--- src/rtl/priority_inheritance_scheduler_defines.svh ---
// Assertion macros shared by the scheduler RTL.
`ifndef PRIORITY_INHERITANCE_SCHEDULER_DEFINES_SVH
`define PRIORITY_INHERITANCE_SCHEDULER_DEFINES_SVH

// Check that the consequent holds in the same cycle as the antecedent.
`define PIS_ASSERT_SAME(label, clk, rst, ante, cons) \
   label: assert property (@(posedge clk) disable iff (rst) (ante) |-> (cons)) \
      else $error("scheduler check failed");

// Check that the consequent holds in the cycle after the antecedent.
`define PIS_ASSERT_NEXT(label, clk, rst, ante, cons) \
   label: assert property (@(posedge clk) disable iff (rst) (ante) |=> (cons)) \
      else $error("scheduler check failed");

`endif

--- src/rtl/pis_pkg.sv ---
// Types, constants and helpers of the priority inheritance scheduler.
package pis_pkg;

   localparam int NUM_TASKS    = 64;
   localparam int PRIO_BITS    = 8;
   localparam int ID_BITS      = (NUM_TASKS > 1) ? $clog2(NUM_TASKS) : 1;
   localparam int ORDER_BITS   = 32;
   localparam int TASK_ID_BITS = 6;
   localparam int FIELD_PRIO_BITS = 8;

   typedef logic [PRIO_BITS-1:0]    prio_type;
   typedef logic [ID_BITS-1:0]      id_type;
   typedef logic [ORDER_BITS-1:0]   order_type;
   typedef logic [TASK_ID_BITS-1:0] task_id_type;

   localparam id_type LAST_ID = id_type'(NUM_TASKS - 1);

   typedef enum logic [1:0] {
      CMD_READY    = 2'd0,
      CMD_REMOVE   = 2'd1,
      CMD_SET_PRIO = 2'd2,
      CMD_RESCHED  = 2'd3
   } pis_cmd_type;

   typedef enum logic [1:0] {
      ST_IDLE,
      ST_SCAN,
      ST_FINISH
   } pis_state_type;

   // One task record as held by a cell.
   typedef struct packed {
      logic      ready;
      prio_type  base;
      prio_type  inh;
      order_type order;
   } pis_rec_type;

   // Per-cell control plus the shared write data.
   typedef struct packed {
      logic      shift;
      logic      set_ready;
      logic      clr_ready;
      logic      set_prio;
      order_type order;
      prio_type  base;
      prio_type  inh;
   } pis_cell_ctl_type;

   // Result of the scan kept by the picker.
   typedef struct packed {
      logic     found;
      id_type   best_id;
      prio_type best_eff;
      prio_type run_eff;
   } pis_pick_type;

   // Inherited priority wins when nonzero.
   function automatic prio_type eff_prio(pis_rec_type rec);
      return (rec.inh != '0) ? rec.inh : rec.base;
   endfunction

endpackage

--- src/rtl/pis_req_if.sv ---
// Command channel of the scheduler.
interface pis_req_if;
   logic                     valid;
   logic                     ready;
   logic [1:0]               cmd;
   pis_pkg::task_id_type     task_id;
   logic [pis_pkg::FIELD_PRIO_BITS-1:0] base_priority;
   logic [pis_pkg::FIELD_PRIO_BITS-1:0] inherited_priority;
   logic                     current_still_running;

   modport source (output valid, cmd, task_id, base_priority, inherited_priority,
                   current_still_running, input ready);
   modport sink   (input valid, cmd, task_id, base_priority, inherited_priority,
                   current_still_running, output ready);
endinterface

--- src/rtl/pis_rsp_if.sv ---
// Result channel of the scheduler.
interface pis_rsp_if;
   logic                 valid;
   logic                 ready;
   logic                 switched;
   pis_pkg::task_id_type running_task;
   logic                 status;

   modport source (output valid, switched, running_task, status, input ready);
   modport sink   (input valid, switched, running_task, status, output ready);
endinterface

--- src/rtl/pis_cell.sv ---
// One task slot of the rotating record chain.
module pis_cell (
   input  logic                      clock,
   input  logic                      reset,
   input  pis_pkg::pis_cell_ctl_type ctl,
   input  pis_pkg::pis_rec_type      nbr_rec,
   output pis_pkg::pis_rec_type      rec
);

   pis_pkg::pis_rec_type rec_ff;
   pis_pkg::pis_rec_type rec_in;

   // Rotate during a scan, otherwise apply the slot writes.
   always_comb begin
      rec_in = rec_ff;
      if (ctl.shift) begin
         rec_in = nbr_rec;
      end else begin
         if (ctl.set_ready) begin
            rec_in.ready = 1'b1;
            rec_in.order = ctl.order;
         end
         if (ctl.clr_ready) begin
            rec_in.ready = 1'b0;
         end
         if (ctl.set_prio) begin
            rec_in.base = ctl.base;
            rec_in.inh  = ctl.inh;
         end
      end
   end

   // Hold ready mark and priorities, cleared by reset; the insertion number
   // is valid only once the slot was made ready.
   always_ff @(posedge clock) begin
      rec_ff.order <= rec_in.order;
      if (reset) begin
         rec_ff.ready <= 1'b0;
         rec_ff.base  <= '0;
         rec_ff.inh   <= '0;
      end else begin
         rec_ff.ready <= rec_in.ready;
         rec_ff.base  <= rec_in.base;
         rec_ff.inh   <= rec_in.inh;
      end
   end

   assign rec = rec_ff;

endmodule

--- src/rtl/pis_pick.sv ---
// Best-candidate tracker at the head of the cell chain.
module pis_pick (
   input  logic                  clock,
   input  logic                  reset,
   input  logic                  clear,
   input  logic                  step,
   input  pis_pkg::pis_rec_type  cand,
   input  pis_pkg::id_type       cand_id,
   input  pis_pkg::id_type       running_id,
   output pis_pkg::pis_pick_type pick
);

   logic               found_ff, found_in;
   pis_pkg::id_type    best_id_ff, best_id_in;
   pis_pkg::prio_type  best_eff_ff, best_eff_in;
   pis_pkg::prio_type  best_base_ff, best_base_in;
   pis_pkg::order_type best_order_ff, best_order_in;
   pis_pkg::prio_type  run_eff_ff, run_eff_in;
   pis_pkg::prio_type  cand_eff;
   logic               eligible;
   logic               better;

   assign cand_eff = pis_pkg::eff_prio(cand);
   assign eligible = step && cand.ready && (cand_id != running_id);

   // Rank by effective priority, then base priority, then oldest insertion.
   always_comb begin
      if (!found_ff) begin
         better = 1'b1;
      end else if (cand_eff != best_eff_ff) begin
         better = cand_eff > best_eff_ff;
      end else if (cand.base != best_base_ff) begin
         better = cand.base > best_base_ff;
      end else begin
         better = cand.order < best_order_ff;
      end
   end

   // Update best record and capture the running task's priority on its turn.
   always_comb begin
      found_in      = found_ff;
      best_id_in    = best_id_ff;
      best_eff_in   = best_eff_ff;
      best_base_in  = best_base_ff;
      best_order_in = best_order_ff;
      run_eff_in    = run_eff_ff;
      if (clear) begin
         found_in = 1'b0;
      end else if (eligible && better) begin
         found_in      = 1'b1;
         best_id_in    = cand_id;
         best_eff_in   = cand_eff;
         best_base_in  = cand.base;
         best_order_in = cand.order;
      end
      if (step && (cand_id == running_id)) begin
         run_eff_in = cand_eff;
      end
   end

   always_ff @(posedge clock) begin
      if (reset) begin
         found_ff <= 1'b0;
      end else begin
         found_ff <= found_in;
      end
   end

   always_ff @(posedge clock) begin
      best_id_ff    <= best_id_in;
      best_eff_ff   <= best_eff_in;
      best_base_ff  <= best_base_in;
      best_order_ff <= best_order_in;
      run_eff_ff    <= run_eff_in;
   end

   assign pick = '{found: found_ff, best_id: best_id_ff, best_eff: best_eff_ff,
                   run_eff: run_eff_ff};

endmodule

--- src/rtl/priority_inheritance_scheduler.sv ---
// Priority inheritance task scheduler: make ready, remove, set priorities and
// reschedule commands each return one result. Task records sit in a row of
// NUM_TASKS cells; a reschedule rotates the whole row once past a single
// comparator at cell 0 in the scan state, then commits in the finish state;
// no command is taken until it is back in idle. The other commands write their
// slot and load the result register when accepted. The next command is taken
// as soon as the result register is free or draining.
`include "priority_inheritance_scheduler_defines.svh"

module priority_inheritance_scheduler (
   input  logic     clock,
   input  logic     reset,
   pis_req_if.sink  req_chan,
   pis_rsp_if.source rsp_chan
);

   pis_pkg::pis_state_type state_ff, state_in;
   pis_pkg::id_type        cnt_ff, cnt_in;
   logic                   still_ff, still_in;
   pis_pkg::id_type        running_id_ff, running_id_in;
   pis_pkg::order_type     counter_ff, counter_in;
   logic                   rsp_valid_ff, rsp_valid_in;
   logic                   rsp_switched_ff, rsp_switched_in;
   pis_pkg::task_id_type   rsp_running_ff, rsp_running_in;
   logic                   rsp_status_ff, rsp_status_in;

   pis_pkg::pis_rec_type     cell_rec [pis_pkg::NUM_TASKS];
   pis_pkg::pis_cell_ctl_type cell_ctl [pis_pkg::NUM_TASKS];
   pis_pkg::pis_pick_type    pick;

   pis_pkg::pis_cmd_type cmd;
   logic                 accept;
   logic                 slot_free;
   logic                 in_ready;
   logic                 shift;
   logic                 step;
   logic                 tid_ok;
   pis_pkg::id_type      tid_idx;
   logic                 tid_ready;
   logic                 keep;
   logic                 fin_err;
   logic                 fin_switch;
   logic                 mark_new;

   assign cmd       = pis_pkg::pis_cmd_type'(req_chan.cmd);
   assign slot_free = !rsp_valid_ff || rsp_chan.ready;
   assign accept    = req_chan.valid && in_ready;
   assign tid_ok    = 32'(req_chan.task_id) < pis_pkg::NUM_TASKS;
   assign tid_idx   = pis_pkg::id_type'(req_chan.task_id);

   // Look up the ready mark of the addressed slot.
   always_comb begin
      tid_ready = 1'b0;
      for (int k = 0; k < pis_pkg::NUM_TASKS; k++) begin
         if (tid_idx == pis_pkg::id_type'(k)) begin
            tid_ready = cell_rec[k].ready;
         end
      end
   end

   // Decide the outcome of a reschedule at the end of the scan.
   assign keep       = still_ff && (!pick.found || (pick.best_eff < pick.run_eff));
   assign fin_err    = !keep && !pick.found;
   assign fin_switch = (state_ff == pis_pkg::ST_FINISH) && !keep && pick.found;
   assign mark_new   = (accept && (cmd == pis_pkg::CMD_READY) && tid_ok && !tid_ready)
                       || (fin_switch && still_ff);

   // Next state.
   always_comb begin
      state_in = state_ff;
      case (state_ff)
         pis_pkg::ST_IDLE: begin
            if (accept && (cmd == pis_pkg::CMD_RESCHED)) begin
               state_in = pis_pkg::ST_SCAN;
            end
         end
         pis_pkg::ST_SCAN: begin
            if (cnt_ff == pis_pkg::LAST_ID) begin
               state_in = pis_pkg::ST_FINISH;
            end
         end
         pis_pkg::ST_FINISH: begin
            state_in = pis_pkg::ST_IDLE;
         end
         default: begin
            state_in = pis_pkg::ST_IDLE;
         end
      endcase
   end

   // State outputs.
   always_comb begin
      in_ready = 1'b0;
      shift    = 1'b0;
      step     = 1'b0;
      case (state_ff)
         pis_pkg::ST_IDLE: begin
            in_ready = slot_free;
         end
         pis_pkg::ST_SCAN: begin
            shift = 1'b1;
            step  = 1'b1;
         end
         pis_pkg::ST_FINISH: begin
            in_ready = 1'b0;
         end
         default: begin
            in_ready = 1'b0;
         end
      endcase
   end

   // Drive per-cell writes from commands and from the commit of a switch.
   always_comb begin
      for (int k = 0; k < pis_pkg::NUM_TASKS; k++) begin
         cell_ctl[k].shift     = shift;
         cell_ctl[k].order     = counter_ff;
         cell_ctl[k].base      = pis_pkg::prio_type'(req_chan.base_priority);
         cell_ctl[k].inh       = pis_pkg::prio_type'(req_chan.inherited_priority);
         cell_ctl[k].set_ready = 1'b0;
         cell_ctl[k].clr_ready = 1'b0;
         cell_ctl[k].set_prio  = 1'b0;
         if (accept && tid_ok && (tid_idx == pis_pkg::id_type'(k))) begin
            case (cmd)
               pis_pkg::CMD_READY:    cell_ctl[k].set_ready = !cell_rec[k].ready;
               pis_pkg::CMD_REMOVE:   cell_ctl[k].clr_ready = 1'b1;
               pis_pkg::CMD_SET_PRIO: cell_ctl[k].set_prio  = 1'b1;
               default:               cell_ctl[k].set_prio  = 1'b0;
            endcase
         end
         if (fin_switch && still_ff && (running_id_ff == pis_pkg::id_type'(k))) begin
            cell_ctl[k].set_ready = 1'b1;
         end
         if (fin_switch && (pick.best_id == pis_pkg::id_type'(k))) begin
            cell_ctl[k].clr_ready = 1'b1;
         end
      end
   end

   // Row of task cells; each takes its upper neighbor's record while scanning.
   for (genvar k = 0; k < pis_pkg::NUM_TASKS; k++) begin : g_slot
      pis_cell u_slot (
         .clock   (clock),
         .reset   (reset),
         .ctl     (cell_ctl[k]),
         .nbr_rec (cell_rec[(k + 1) % pis_pkg::NUM_TASKS]),
         .rec     (cell_rec[k])
      );
   end

   // Compare the record passing cell 0 against the best so far.
   pis_pick u_pick (
      .clock      (clock),
      .reset      (reset),
      .clear      (accept),
      .step       (step),
      .cand       (cell_rec[0]),
      .cand_id    (cnt_ff),
      .running_id (running_id_ff),
      .pick       (pick)
   );

   // Advance the scan index, latch the runnable flag, track the running task and the insertion counter.
   always_comb begin
      cnt_in        = (state_ff == pis_pkg::ST_SCAN) ? cnt_ff + 1'b1 : '0;
      still_in      = accept ? req_chan.current_still_running : still_ff;
      running_id_in = fin_switch ? pick.best_id : running_id_ff;
      counter_in    = mark_new ? counter_ff + 1'b1 : counter_ff;
   end

   // Load the result register on a simple command or at commit; drop on transfer.
   always_comb begin
      rsp_valid_in    = rsp_valid_ff && !rsp_chan.ready;
      rsp_switched_in = rsp_switched_ff;
      rsp_running_in  = rsp_running_ff;
      rsp_status_in   = rsp_status_ff;
      if (accept && (cmd != pis_pkg::CMD_RESCHED)) begin
         rsp_valid_in    = 1'b1;
         rsp_switched_in = 1'b0;
         rsp_running_in  = pis_pkg::task_id_type'(running_id_ff);
         rsp_status_in   = 1'b0;
      end else if (state_ff == pis_pkg::ST_FINISH) begin
         rsp_valid_in    = 1'b1;
         rsp_switched_in = fin_switch;
         rsp_running_in  = pis_pkg::task_id_type'(running_id_in);
         rsp_status_in   = fin_err;
      end
   end

   always_ff @(posedge clock) begin
      if (reset) begin
         state_ff      <= pis_pkg::ST_IDLE;
         cnt_ff        <= '0;
         still_ff      <= 1'b0;
         running_id_ff <= '0;
         counter_ff    <= '0;
         rsp_valid_ff  <= 1'b0;
      end else begin
         state_ff      <= state_in;
         cnt_ff        <= cnt_in;
         still_ff      <= still_in;
         running_id_ff <= running_id_in;
         counter_ff    <= counter_in;
         rsp_valid_ff  <= rsp_valid_in;
      end
   end

   always_ff @(posedge clock) begin
      rsp_switched_ff <= rsp_switched_in;
      rsp_running_ff  <= rsp_running_in;
      rsp_status_ff   <= rsp_status_in;
   end

   assign req_chan.ready        = in_ready;
   assign rsp_chan.valid        = rsp_valid_ff;
   assign rsp_chan.switched     = rsp_switched_ff;
   assign rsp_chan.running_task = rsp_running_ff;
   assign rsp_chan.status       = rsp_status_ff;

   // No command transfer while a reschedule is in flight.
   `PIS_ASSERT_SAME(a_busy_no_accept, clock, reset, state_ff != pis_pkg::ST_IDLE, !(req_chan.valid && req_chan.ready))
   // The chosen task is never the running one.
   `PIS_ASSERT_SAME(a_best_not_running, clock, reset, (state_ff == pis_pkg::ST_FINISH) && pick.found, pick.best_id != running_id_ff)
   // A committed switch changes the running task.
   `PIS_ASSERT_NEXT(a_switch_moves, clock, reset, fin_switch, running_id_ff != $past(running_id_ff))

endmodule

--- src/flat_wrapper.sv ---
// flat-port wrapper written by rule: the top's interface ports become plain ports
module priority_inheritance_scheduler_flat 
  (clock, reset, req_chan_valid, req_chan_cmd, req_chan_task_id, req_chan_base_priority, req_chan_inherited_priority, req_chan_current_still_running, req_chan_ready, rsp_chan_valid, rsp_chan_switched, rsp_chan_running_task, rsp_chan_status, rsp_chan_ready);
  pis_req_if req_chan_i ();
  pis_rsp_if rsp_chan_i ();
  input  logic clock;
  input  logic reset;
  input wire logic [$bits(req_chan_i.valid)-1:0] req_chan_valid;
  input wire logic [$bits(req_chan_i.cmd)-1:0] req_chan_cmd;
  input wire logic [$bits(req_chan_i.task_id)-1:0] req_chan_task_id;
  input wire logic [$bits(req_chan_i.base_priority)-1:0] req_chan_base_priority;
  input wire logic [$bits(req_chan_i.inherited_priority)-1:0] req_chan_inherited_priority;
  input wire logic [$bits(req_chan_i.current_still_running)-1:0] req_chan_current_still_running;
  output wire logic [$bits(req_chan_i.ready)-1:0] req_chan_ready;
  output wire logic [$bits(rsp_chan_i.valid)-1:0] rsp_chan_valid;
  output wire logic [$bits(rsp_chan_i.switched)-1:0] rsp_chan_switched;
  output wire logic [$bits(rsp_chan_i.running_task)-1:0] rsp_chan_running_task;
  output wire logic [$bits(rsp_chan_i.status)-1:0] rsp_chan_status;
  input wire logic [$bits(rsp_chan_i.ready)-1:0] rsp_chan_ready;
  assign req_chan_i.valid = req_chan_valid;
  assign req_chan_i.cmd = req_chan_cmd;
  assign req_chan_i.task_id = req_chan_task_id;
  assign req_chan_i.base_priority = req_chan_base_priority;
  assign req_chan_i.inherited_priority = req_chan_inherited_priority;
  assign req_chan_i.current_still_running = req_chan_current_still_running;
  assign req_chan_ready = req_chan_i.ready;
  assign rsp_chan_valid = rsp_chan_i.valid;
  assign rsp_chan_switched = rsp_chan_i.switched;
  assign rsp_chan_running_task = rsp_chan_i.running_task;
  assign rsp_chan_status = rsp_chan_i.status;
  assign rsp_chan_i.ready = rsp_chan_ready;
  priority_inheritance_scheduler u_core (.clock(clock), .reset(reset), .req_chan(req_chan_i), .rsp_chan(rsp_chan_i));
endmodule
--- config.mk ---
export PLATFORM = sky130hd
export DESIGN_NAME = priority_inheritance_scheduler_flat
export DESIGN_NICKNAME = d
export VERILOG_FILES = /design/src/rtl/pis_pkg.sv /design/src/rtl/pis_req_if.sv /design/src/rtl/pis_rsp_if.sv /design/src/rtl/pis_cell.sv /design/src/rtl/pis_pick.sv /design/src/rtl/priority_inheritance_scheduler.sv /design/src/flat_wrapper.sv
export VERILOG_INCLUDE_DIRS = /design/src /design/src/rtl
export SDC_FILE = /design/constraint.sdc
export NUM_CORES = 2
export LEC_CHECK = 0
export CORE_MARGIN = 2
export CORE_UTILIZATION = 55
export DETAILED_ROUTE_END_ITERATION = 7
export DONT_BUFFER_PORTS = 1
export PLACE_DENSITY = 0.7
export SLEW_MARGIN = 0
export SYNTH_ARGS = -nofsm -noshare
export SYNTH_HDL_FRONTEND = slang
export SYNTH_SLANG_ARGS = --single-unit
--- constraint.sdc ---
create_clock -name clock -period 17.1 [get_ports clock]
set_clock_uncertainty 0.15 [all_clocks]
set_input_delay 1.71 -clock clock [delete_from_list [all_inputs] [get_ports clock]]
set_output_delay 1.71 -clock clock [all_outputs]
set_load 0.005 [all_outputs]
==> results.toml <==
[global_route]
grtUsageTotal_pct = 26.0
overflow = 0
grt_pass1_wl_mm = 500
grt_pass1_vias = 84300
grt_start_max_net_pins = 1102
antenna_found_initial = 2

[yosys]
ys_ff_latch = 3255
synth-async-reset-ratio_pct = 0
ys_seq_area_share_pct = 65.9
synth_edf_count = 2116
avgSynthCellArea_um2 = 12.2
syn-num-nets = 10800
synthCells = 10700
yosysUniqueCellTypes = 90
yosysWarnings = 0
syn_area_um2 = 131000
synth-main-ff-cell = "edfxtp_1"

[die]
die_h_um = 492
die_area_um2 = 242000
io_pins = 39
core-area_um2 = 237000
die_x_um = 492
row_count = 179
start_util_pct = 55.2

[routing]
totalWireLength_mm = 325
drt_first_iter_violations = 8748
remaining_drc_errors = 0
post_drt_wl_per_cell_um = 24.0
vias = 85600
via_per_inst = 6.34
drtAntennaViolNets = 0
first_pass_iters = 6

[clock_network]
cts_tree = "done"
postCtsHoldBufs = 0
postCtsSetupBuffers = 0
cts_made_buffers = 341
cts_resized = 0
path_clk_slew_ps = 60
root_buffer = "clkbuf_16"
htree_levels = 5
clkSinkCount = 3255
clkLatencyLatePin_ps = 950
clock_path_buffers = 4

[finish]
fin_area_um2 = 144000
n_fill_cell = 18200
syn_to_final_growth_pct = 10.0
final_net_count = 10200
multi_input_area_um2 = 42000
regArea_um2 = 86300
final_cell_mix = "edfxtp_1, a21o_1, nor2_1"
drive_gt1_share_pct = 8.31
final_common_cell = "edfxtp_1"

[run_status]
violations = "slew limit"
status = "finished, violations left"

[place]
dp_slack_ps = 11180
dp_hpwl_mm = 178
io_buffers = 0
placed_area_um2 = 134000
globalplace.congestion = 0.898

[setup_path]
critPathKind = "reg -> reg"
critPathMaxFanout = 124
critical_path_required_ps = 17740
crit_path_end_kind = "register"
arrival_ps = 6730
start_kind = "register"
rrSetupSlack_ps = 11010

[sta]
slew_violations = 457
period_needed_ps = 6090
worst_pin_slew_ps = 2110
setup_tns_ps = 0
rsz0062_at_grt = "false"
setup-violations-final = 0
post-route-period-util_pct = 35.6
finalHoldViolCount = 0
fin_ws_ps = 11010
fmax_ghz = 0.164
slew_headroom_pct = -40.5

[hold_path]
hp-class = "reg -> reg"

[power]
power.leakage_uw = 0.0637
power.density_nw_per_um2 = 118
vdd_drop_max_mv = 0.129

[flow_run]
cap_violations = 0
-- state kept, by name (all words and copies together), names as in the netlist --
register	cells
u_core.u_pick.best_id_ff	6
u_core.cnt_ff	6
u_core.rsp_chan.valid	1
u_core.still_ff	1
u_core.state_ff	2
u_core.u_pick.best_order_ff	32
u_core.u_pick.run_eff_ff	8
u_core.counter_ff	32
u_core.running_id_ff	6
u_core.rsp_chan.running_task	6
u_core.g_slot.u_slot.rec	3136
u_core.rsp_chan.switched	1
u_core.u_pick.best_base_ff	8
u_core.u_pick.best_eff_ff	8
u_core.rsp_chan.status	1
u_core.u_pick.found_ff	1
-- kinds of logic after synthesis --
kind of cell / after synthesis / synth area share (%)
buffers and inverters: 1185 / 3.58
AND/OR/NAND/NOR: 1558 / 4.96
XOR/XNOR: 9 / 0.0601
adder cells (fa/ha/maj): 56 / 0.534
AO/OA/AOI/OAI: 4629 / 24.6
flip-flops: 3255 / 65.9
multiplexers: 41 / 0.392
-- report_power, final --
group	switching [µW]	internal [µW]	total, µW
Sequential	142	8700	8840
Clock	2990	4160	7150
Combinational	713	329	1040
Total	3840	13200	17000
-- cell usage after synthesis (5+ instances only) --
| library cell | n | area (µm²) |
|---|---|---|
| nor3_1 | 26 | 130 |
| nor2_1 | 1165 | 4370 |
| buf_1 | 32 | 120 |
| edfxtp_1 | 2116 | 63500 |
| nand3_1 | 35 | 175 |
| and2_1 | 52 | 325 |
| o21ai_1 | 12 | 60.1 |
| xor2_1 | 6 | 52.6 |
| nand2b_1 | 19 | 119 |
| clkbuf_1 | 936 | 3510 |
| buf_6 | 8 | 90.1 |
| nand4b_1 | 5 | 43.8 |
| buf_4 | 7 | 52.6 |
| a221oi_1 | 61 | 534 |
| nand4_1 | 16 | 100 |
| o31ai_4 | 10 | 213 |
| a22o_1 | 59 | 517 |
| buf_2 | 132 | 661 |
| mux2_1 | 6 | 67.6 |
| mux2_4 | 17 | 255 |
| mux2_2 | 9 | 101 |
| a211oi_1 | 1033 | 7750 |
| a31o_2 | 6 | 52.6 |
| inv_1 | 70 | 263 |
| a21oi_2 | 15 | 131 |
| a21o_1 | 2069 | 15500 |
| nand2_1 | 137 | 514 |
| and3_1 | 11 | 68.8 |
| mux2i_1 | 9 | 90.1 |
| dfxtp_1 | 1139 | 22800 |
| ha_1 | 56 | 701 |
| nor4_1 | 5 | 31.3 |
| o31ai_1 | 38 | 285 |
| nor2b_1 | 49 | 307 |
| o221ai_1 | 64 | 561 |
| a21oi_1 | 1112 | 5570 |
| o211ai_1 | 7 | 52.6 |
| o21ai_0 | 87 | 435 |
-- per-stage QoR --
| stage | total power [µW] | hold slack (ps) | cells | utilization [%] |
|---|---|---|---|---|
| final | 17000 | 342 | 13500 | 60.8 |
| after global routing | 17600 | 361 | 13500 | 60.8 |
| after CTS | 17100 | 342 | 13500 | 60.7 |
| after detailed placement | 10000 | 341 | 12900 | 56.3 |
| after global placement | 9970 | 333 | 12900 | 56.3 |
| after floorplan | 9720 | 289 | 10700 | - |
-- worst max-delay path: stages (launching register included) --
cell      delay, ps
dfxtp_1         410
nor2b_4         450
buf_4           550
buf_4           900
buf_4           850
buf_4          1010
buf_4           900
a21oi_1         180
a211oi_1        310
-- worst paths after layout --
check / start / end / cells past startpoint
worst max register to register: u_core.state_ff[0]$_SDFFE_PP0P_ / u_core.g_slot[34].u_slot.rec[47]$_SDFFE_PP0P_ / 8
worst min-delay path: u_core.g_slot[38].u_slot.rec[26]$_DFFE_PP_ / u_core.g_slot[37].u_slot.rec[26]$_DFFE_PP_ / 1
worst max-delay path: u_core.state_ff[0]$_SDFFE_PP0P_ / u_core.g_slot[34].u_slot.rec[47]$_SDFFE_PP0P_ / 8
worst min register to register: u_core.g_slot[38].u_slot.rec[26]$_DFFE_PP_ / u_core.g_slot[37].u_slot.rec[26]$_DFFE_PP_ / 1
-- cell type report --
type / instances / share of cell area (%)
inverter: 70 / 0.182
multi-input combinational: 6293 / 29.1
clock buffer: 441 / 6.36
antenna: 1 / 0.00173
clock inverter: 153 / 0.991
tap: 3167 / 2.75
timing repair buffer: 134 / 0.782
sequential: 3255 / 59.9
-- layer usage --
metal	GRT usage, %	share of wire [%]	routed length (µm)	up-vias
met2	44.2	50	161000	2691
met1	34.8	42	137000	43400
li1	-	-	-	38900
met4	8.23	3.0	9620	0
met3	3.45	5.3	17300	607
met5	0	0	0	-
(Power assumes the default switching activity.)
